## config.mk

```make
export PLATFORM = sky130hd
export DESIGN_NAME = sound_level_window_detector
export DESIGN_NICKNAME = d
export VERILOG_FILES = /design/src/rtl/slwd_pkg.sv /design/src/rtl/slwd_cell.sv /design/src/rtl/slwd_avg.sv /design/src/rtl/sound_level_window_detector.sv
export SDC_FILE = /design/constraint.sdc
export NUM_CORES = 2
export LEC_CHECK = 0
export ABC_AREA = 1
export BUFFER_PORTS_ARGS = -buffer_cell sky130_fd_sc_hd__clkbuf_2
export CAP_MARGIN = 10
export CELL_PAD_IN_SITES_DETAIL_PLACEMENT = 1
export CELL_PAD_IN_SITES_GLOBAL_PLACEMENT = 2
export CORE_MARGIN = 2
export CORE_UTILIZATION = 35
export CTS_CLUSTER_DIAMETER = 30
export DETAILED_ROUTE_END_ITERATION = 10
export GPL_TIMING_DRIVEN = 0
export PLACE_DENSITY = 0.77
export SKIP_CTS_REPAIR_TIMING = 1
export SLEW_MARGIN = 30
export SYNTH_ARGS = -nofsm -noshare
export SYNTH_HDL_FRONTEND = slang
export SYNTH_SLANG_ARGS = --single-unit
```

## constraint.sdc

```tcl
create_clock -name i_clk -period 5.7 [get_ports i_clk]
set_input_delay 1.14 -clock i_clk [delete_from_list [all_inputs] [get_ports i_clk]]
set_output_delay 1.14 -clock i_clk [all_outputs]
set_load 0.01 [all_outputs]
```

## src/rtl/slwd_pkg.sv

```systemverilog
// ----------------------------------------------------------------------------
// slwd_pkg: sound level window detector shared definitions
// Field types, window geometry and the reciprocal used for the average.
// ----------------------------------------------------------------------------
package slwd_pkg;

    localparam int WINDOW_LEN = 100;

    localparam int SAMPLE_W = 16;
    localparam int MAG_W    = 15;
    localparam int LEVEL_W  = 15;
    localparam int DETECT_W = 12;
    localparam int CFG_W    = 16;
    localparam int CFG_IDX_W = 1;

    localparam int SUM_W = MAG_W + $clog2(WINDOW_LEN);

    // floor(sum / WINDOW_LEN) as (sum * DIV_RECIP) >> DIV_SHIFT; exact for any sum
    // below 2**SUM_W because the rounding error stays under 1 / WINDOW_LEN.
    localparam int DIV_SHIFT = SUM_W + 2 * $clog2(WINDOW_LEN);
    localparam int RECIP_W   = DIV_SHIFT - $clog2(WINDOW_LEN) + 1;
    localparam int PROD_W    = SUM_W + RECIP_W;
    localparam longint unsigned DIV_RECIP_L =
        ((64'd1 << DIV_SHIFT) + 64'(WINDOW_LEN) - 64'd1) / 64'(WINDOW_LEN);
    localparam logic [RECIP_W-1:0] DIV_RECIP = RECIP_W'(DIV_RECIP_L);

    localparam logic [MAG_W-1:0] MAG_MAX = {MAG_W{1'b1}};

    localparam logic [DETECT_W-1:0] DETECT_RESET = 12'd64;
    localparam logic [SAMPLE_W-1:0] OFFSET_RESET = 16'd508;

    localparam logic [CFG_IDX_W-1:0] CFG_DETECT_LEVEL = 1'd0;
    localparam logic [CFG_IDX_W-1:0] CFG_DC_OFFSET    = 1'd1;

    localparam logic CMD_SAMPLE = 1'b0;
    localparam logic CMD_CLEAR  = 1'b1;

    typedef struct packed {
        logic                       cmd;
        logic signed [SAMPLE_W-1:0] sample;
    } t_in;

    typedef struct packed {
        logic [LEVEL_W-1:0] level;
        logic               above;
    } t_out;

    // per-cycle control broadcast along the window chain
    typedef struct packed {
        logic shift;
        logic clear;
    } t_cell_ctrl;

endpackage

```

## src/rtl/slwd_cell.sv

```systemverilog
// ----------------------------------------------------------------------------
// slwd_cell: one window cell
// Holds one magnitude, passes it to the next cell on every shift; clear zeroes it.
// ----------------------------------------------------------------------------
module slwd_cell import slwd_pkg::*; (
    input  logic             i_clk,
    input  logic             i_rst_n,
    input  t_cell_ctrl       i_ctrl,
    input  logic [MAG_W-1:0] i_mag,
    output logic [MAG_W-1:0] o_mag
);

    logic [MAG_W-1:0] r_mag;

    always_ff @(posedge i_clk) begin
        if (!i_rst_n || i_ctrl.clear) begin
            r_mag <= '0;
        end else if (i_ctrl.shift) begin
            r_mag <= i_mag;
        end
    end

    assign o_mag = r_mag;

endmodule

```

## src/rtl/slwd_avg.sv

```systemverilog
// ----------------------------------------------------------------------------
// slwd_avg: window average and level compare
// Three-stage elastic pipeline: sum capture, reciprocal multiply, compare.
// ----------------------------------------------------------------------------
module slwd_avg import slwd_pkg::*; (
    input  logic                i_clk,
    input  logic                i_rst_n,
    input  logic                i_load,
    input  logic [SUM_W-1:0]    i_sum,
    input  logic [DETECT_W-1:0] i_detect_level,
    input  logic                i_stall,
    output logic                o_full,
    output logic                o_valid,
    output t_out                o_res
);

    logic              r_v1;
    logic              r_v2;
    logic              r_v3;
    logic [PROD_W-1:0] r_prod;
    t_out              r_res;

    logic              en1;
    logic              en2;
    logic              en3;
    logic [LEVEL_W-1:0] w_level;

    assign en3 = !r_v3 || !i_stall;
    assign en2 = !r_v2 || en3;
    assign en1 = !r_v1 || en2;

    assign w_level = r_prod[DIV_SHIFT +: LEVEL_W];

    // stage 1 payload is the live running sum: it cannot move while stage 1 holds
    always_ff @(posedge i_clk) begin
        if (!i_rst_n) begin
            r_v1 <= 1'b0;
            r_v2 <= 1'b0;
            r_v3 <= 1'b0;
        end else begin
            if (en1) begin
                r_v1 <= i_load;
            end
            if (en2) begin
                r_v2 <= r_v1;
            end
            if (en3) begin
                r_v3 <= r_v2;
            end
        end
    end

    always_ff @(posedge i_clk) begin
        if (en2 && r_v1) begin
            r_prod <= PROD_W'(i_sum) * PROD_W'(DIV_RECIP);
        end
        if (en3 && r_v2) begin
            r_res.level <= w_level;
            r_res.above <= w_level > LEVEL_W'(i_detect_level);
        end
    end

    assign o_full  = !en1;
    assign o_valid = r_v3;
    assign o_res   = r_res;

endmodule

```

## src/rtl/sound_level_window_detector.sv

```systemverilog
// ----------------------------------------------------------------------------
// sound_level_window_detector: moving average sound level detector
// Offset, rectify, sliding window sum and thresholded average per sample.
// ----------------------------------------------------------------------------
// One sample transfer per clock while o_stall is low; each transfer (sample or
// clear) yields one result via sum capture, multiply and compare stages. The
// window is a chain of WINDOW_LEN register cells that shifts once per sample,
// so the oldest magnitude is always at the chain end and the running sum is
// updated incrementally. The average uses a constant reciprocal multiply then
// the threshold compare, one stage each. Stalls back up without losing a result.
module sound_level_window_detector import slwd_pkg::*; (
    input  logic                 i_clk,
    input  logic                 i_rst_n,
    input  logic                 i_valid,
    output logic                 o_stall,
    input  t_in                  i_in_data,
    output logic                 o_valid,
    input  logic                 i_stall,
    output t_out                 o_out_data,
    input  logic                 i_cfg_we,
    input  logic [CFG_IDX_W-1:0] i_cfg_idx,
    input  logic [CFG_W-1:0]     i_cfg_data
);

    logic [DETECT_W-1:0]        r_detect_level;
    logic signed [SAMPLE_W-1:0] r_dc_offset;
    logic [SUM_W-1:0]           r_sum;
    logic [SUM_W-1:0]           n_sum;

    logic                       accept;
    logic                       avg_full;
    logic signed [SAMPLE_W:0]   w_ofs;
    logic [MAG_W-1:0]           n_mag;
    t_cell_ctrl                 cell_ctrl;
    logic [MAG_W-1:0]           w_tap [WINDOW_LEN];

    assign o_stall = avg_full;
    assign accept  = i_valid && !avg_full;

    always_ff @(posedge i_clk) begin
        if (!i_rst_n) begin
            r_detect_level <= DETECT_RESET;
            r_dc_offset    <= OFFSET_RESET;
        end else if (i_cfg_we) begin
            unique case (i_cfg_idx)
                CFG_DETECT_LEVEL: r_detect_level <= i_cfg_data[DETECT_W-1:0];
                CFG_DC_OFFSET:    r_dc_offset    <= i_cfg_data;
                default: ;
            endcase
        end
    end

    // offset add, then saturating magnitude
    assign w_ofs = {i_in_data.sample[SAMPLE_W-1], i_in_data.sample}
                 + {r_dc_offset[SAMPLE_W-1], r_dc_offset};

    always_comb begin
        if (w_ofs >= 17'sd32767 || w_ofs <= -17'sd32767) begin
            n_mag = MAG_MAX;
        end else if (w_ofs < 17'sd0) begin
            n_mag = MAG_W'(-w_ofs);
        end else begin
            n_mag = MAG_W'(w_ofs);
        end
    end

    assign cell_ctrl.shift = accept && (i_in_data.cmd == CMD_SAMPLE);
    assign cell_ctrl.clear = accept && (i_in_data.cmd == CMD_CLEAR);

    genvar k;
    generate
        for (k = 0; k < WINDOW_LEN; k++) begin : g_cell
            if (k == 0) begin : g_head
                slwd_cell u_cell (
                    .i_clk   (i_clk),
                    .i_rst_n (i_rst_n),
                    .i_ctrl  (cell_ctrl),
                    .i_mag   (n_mag),
                    .o_mag   (w_tap[k])
                );
            end else begin : g_body
                slwd_cell u_cell (
                    .i_clk   (i_clk),
                    .i_rst_n (i_rst_n),
                    .i_ctrl  (cell_ctrl),
                    .i_mag   (w_tap[k-1]),
                    .o_mag   (w_tap[k])
                );
            end
        end
    endgenerate

    // oldest entry leaves at the chain end as the new one enters
    assign n_sum = r_sum - SUM_W'(w_tap[WINDOW_LEN-1]) + SUM_W'(n_mag);

    always_ff @(posedge i_clk) begin
        if (!i_rst_n || cell_ctrl.clear) begin
            r_sum <= '0;
        end else if (cell_ctrl.shift) begin
            r_sum <= n_sum;
        end
    end

    slwd_avg u_avg (
        .i_clk          (i_clk),
        .i_rst_n        (i_rst_n),
        .i_load         (accept),
        .i_sum          (r_sum),
        .i_detect_level (r_detect_level),
        .i_stall        (i_stall),
        .o_full         (avg_full),
        .o_valid        (o_valid),
        .o_res          (o_out_data)
    );

endmodule
```

==> impl_metrics.yaml <==
flow_run:
  cap_violations: 0
yosys:
  synth-edff-count: 31
  synthCells: 8359
  avgSynthCellArea_sq_um: 7.96
  synth_flop_cell: "dfxtp_1"
  syn-num-nets: 8878
  synth-warning-count: 0
  synth_area_sq_mm: 0.0665
  synth_seq_area_share: 0.481
  ys_seq_elements: 1584
  synth_cell_type_count: 47
  async_flop_share: 0
critical_path:
  cp.depth: 21
  path_buf_inv: 5
  path_delay_family: "adder cells"
  max_stage_delay_ns: 0.59
  timing.rr.start: "r_sum[5]"
  crit_path_frequent_cell: "fa_1"
  ff2ff_path_depth: 21
  worstPathRequired_ns: 6.33
  crit_chain: "clkinvlp_4 > fa_1 > inv_1 > ha_1 > fa_1 > inv_1 > fa_1 > fa_1 > inv_1 > fa_2 > fa_2 > ha_4 > nand2_2 > nor2_4 > inv_2 > nor4_4 > nand4_1 > nand3_2 > nand2_2 > nand2_2 > xor2_2"
  worstPathMaxFanout: 3
  slowest_stage: "fa_1"
  startpoint: "r_sum[5]"
  arrival_ns: 6.60
  timing.rr.end: "u_avg.r_prod[45]"
  crit_type: "flop to flop"
  ff2ff_setup_slack_ns: -0.28
  critPathLaunchType: "flop"
  end_kind: "flop"
  critPathCapture: "u_avg.r_prod[45]"
die:
  fp.dieH_um: 440
  boundaryPins: 57
  die-area_sq_mm: 0.194
  initial_core_util: 0.351
  die_w_um: 440
  coreArea_sq_mm: 0.190
  rows: 160
sta:
  finalCriticalPeriod_ns: 5.98
  hold_ws_ns: 0.389
  fin_skew_ns: 0.107
  fmax_mhz: 167
  timing.slew.headroom: 0.321
  period_share: 1.05
  tightest_slew_ns: 1.02
  maxSlewViolCount: 0
  timing_hold_violations_final: 0
  setup_viol: 10
  rsz0062_at_grt: "true"
  worst_slack_ns: -0.276
global_route:
  antenna_found_initial: 4
  grt_use_total: 0.210
  grt_overflow_total: 0
  grt_pass1_wl_mm: 328
  grt_max_degree: 17
  grt_pass1_vias: 60900
drt:
  first_pass_iters: 5
  vias: 56800
  ant_nets: 0
  drt_iter0_drc: 2645
  post-route-drc-count: 0
  routedWlPerCell_um: 17.4
  drt_wl_total_mm: 204
  routed_via_density: 4.85
cts:
  cts-root-buf: "clkbuf_16"
  cts_sinks: 1584
  cts_tree: "built"
  insertion_delay_ns: 0.96
  cts_buffers: 405
  clk_pin_slew_ns: 0.04
  cts.path.max_buffers: 4
  cts_max_level: 5
final_layout:
  multi_input_area_sq_mm: 0.0307
  area_delta_synth_final_pct: 28.2
  design_area_sq_mm: 0.0853
  drive_gt1_frac: 0.125
  fillers: 22300
  seq_area_sq_mm: 0.0321
  final_cells: 11700
  layout.nets: 9390
outcome:
  violations: "negative setup slack"
  status: "finished with violations"
placed_design:
  numPortBuffers: 56
  place_area_sq_mm: 0.0700
  place_congestion: 0.873
  dp_hpwl_mm: 148
  place_inst: 10900
power:
  powerDensity_mw_per_mm2: 609
  p_leak_nw: 39.0
  ir_worst_vdd_mv: 0.770
min_path:
  min_path_type: "flop to flop"
  min_path_cells: 2
## layout make-up
class	count	area share
clock buffers	551	0.135
plain buffers	516	0.0261
repair buffers	105	0.00769
inverters	623	0.0277
flip-flops and latches	1584	0.376
multi-input cells	5636	0.360
clock inverters	179	0.0301
diodes	1	0.0000293
well taps	2511	0.0368
## routing by layer
| layer | routed length, um | part of all wire | up-vias | track usage |
|---|---|---|---|---|
| met1 | 96800 | 0.47 | 27500 | 0.279 |
| li1 | - | - | 28100 | - |
| met5 | 0 | 0 | - | 0 |
| met4 | 5300 | 0.026 | 0 | 0.0686 |
| met3 | 9170 | 0.045 | 341 | 0.0420 |
| met2 | 92900 | 0.45 | 899 | 0.339 |
## state kept, by name (all words and copies together), names as in the netlist, 12 cells and up
signal,count
r_detect_level,12
r_sum,22
u_avg.r_prod,15
g_cell.g_head.u_cell.o_mag,15
r_dc_offset,16
g_cell.g_body.u_cell.o_mag,1485
u_avg.o_res,16
## synth_stat cells (7+ instances only)
library cell,number,share of area
a21o_1,12,0.0014
a21oi_1,360,0.027
a31oi_1,16,0.0015
buf_1,16,0.00090
buf_2,169,0.013
buf_4,9,0.0010
clkbuf_1,316,0.018
dfxtp_1,1553,0.47
edfxtp_1,31,0.014
fa_1,198,0.060
ha_1,282,0.053
inv_1,617,0.035
nand2_1,309,0.017
nand2_2,10,0.00094
nand3_1,93,0.0070
nand4_1,22,0.0021
nor2_1,2652,0.15
nor3_1,17,0.0013
nor4_1,9,0.00085
o21ai_0,1571,0.12
o21bai_1,9,0.0010
or2_2,7,0.00066
xor2_1,24,0.0032
## power breakdown
group,internal [mW],switching [mW]
sequential,12.1,0.536
combinational,6.03,9.93
clock,16.5,6.82
## worst register-to-register path: stages (launching register included)
cell        delay (ns)
dfxtp_4           0.36
clkinvlp_4        0.12
fa_1              0.59
inv_1             0.09
ha_1              0.31
fa_1              0.52
inv_1             0.08
fa_1              0.47
fa_1              0.52
inv_1             0.06
fa_2              0.57
fa_2              0.47
ha_4              0.32
nand2_2           0.10
nor2_4            0.13
inv_2             0.06
nor4_4            0.31
nand4_1           0.21
nand3_2           0.20
nand2_2           0.08
nand2_2           0.07
xor2_2            0.07
## cells in the final DEF, fill, tap and decap left out, types with 186 or more instances in the layout
| cell | instances |
|---|---|
| inv_1 | 595 |
| nand2_1 | 294 |
| o21ai_0 | 1555 |
| a21oi_1 | 343 |
| ha_1 | 254 |
| fa_1 | 186 |
| clkbuf_16 | 411 |
| nor2_1 | 2630 |
| clkbuf_1 | 388 |
| dfxtp_1 | 1531 |
## how the worst min path moves through the flow
stage                                              endpoint                              start  slack, ns
final                     g_cell[99].g_body.u_cell.o_mag[1]  g_cell[98].g_body.u_cell.o_mag[1]       0.39
after global routing      g_cell[99].g_body.u_cell.o_mag[1]  g_cell[98].g_body.u_cell.o_mag[1]       0.42
after CTS                 g_cell[99].g_body.u_cell.o_mag[1]  g_cell[98].g_body.u_cell.o_mag[1]       0.38
after detailed placement                    u_avg.o_res[13]                   u_avg.r_prod[48]       0.44
after global placement                      u_avg.o_res[13]                   u_avg.r_prod[48]       0.43
after floorplan                             u_avg.o_res[13]                   u_avg.r_prod[48]       0.42
## logic make-up (layout without fill, tap and decap cells)
kind of cell	count (synthesis)	count (layout)	synth area share
simple gates	3133	3133	0.181
compound gates	1993	1993	0.152
flops	1584	1584	0.481
buf+inv	1139	1974	0.0686
fa+ha+maj	480	480	0.113
xor+xnor	30	30	0.00395
other cells	0	1	0
## stage by stage
step | setup WS [ns] | total power [mW] | utilization | setup TNS, ns
floorplan | 0.0755 | 21.2 | - | 0
global placement | -1.29 | 24.9 | 0.369 | -19.91
detailed placement | -1.31 | 25.1 | 0.369 | -22.20
CTS | -1.40 | 48.8 | 0.443 | -15.96
global route | -0.426 | 54.9 | 0.450 | -3.71
finish | -0.276 | 51.9 | 0.450 | -1.41
(Power assumes the default switching activity.)
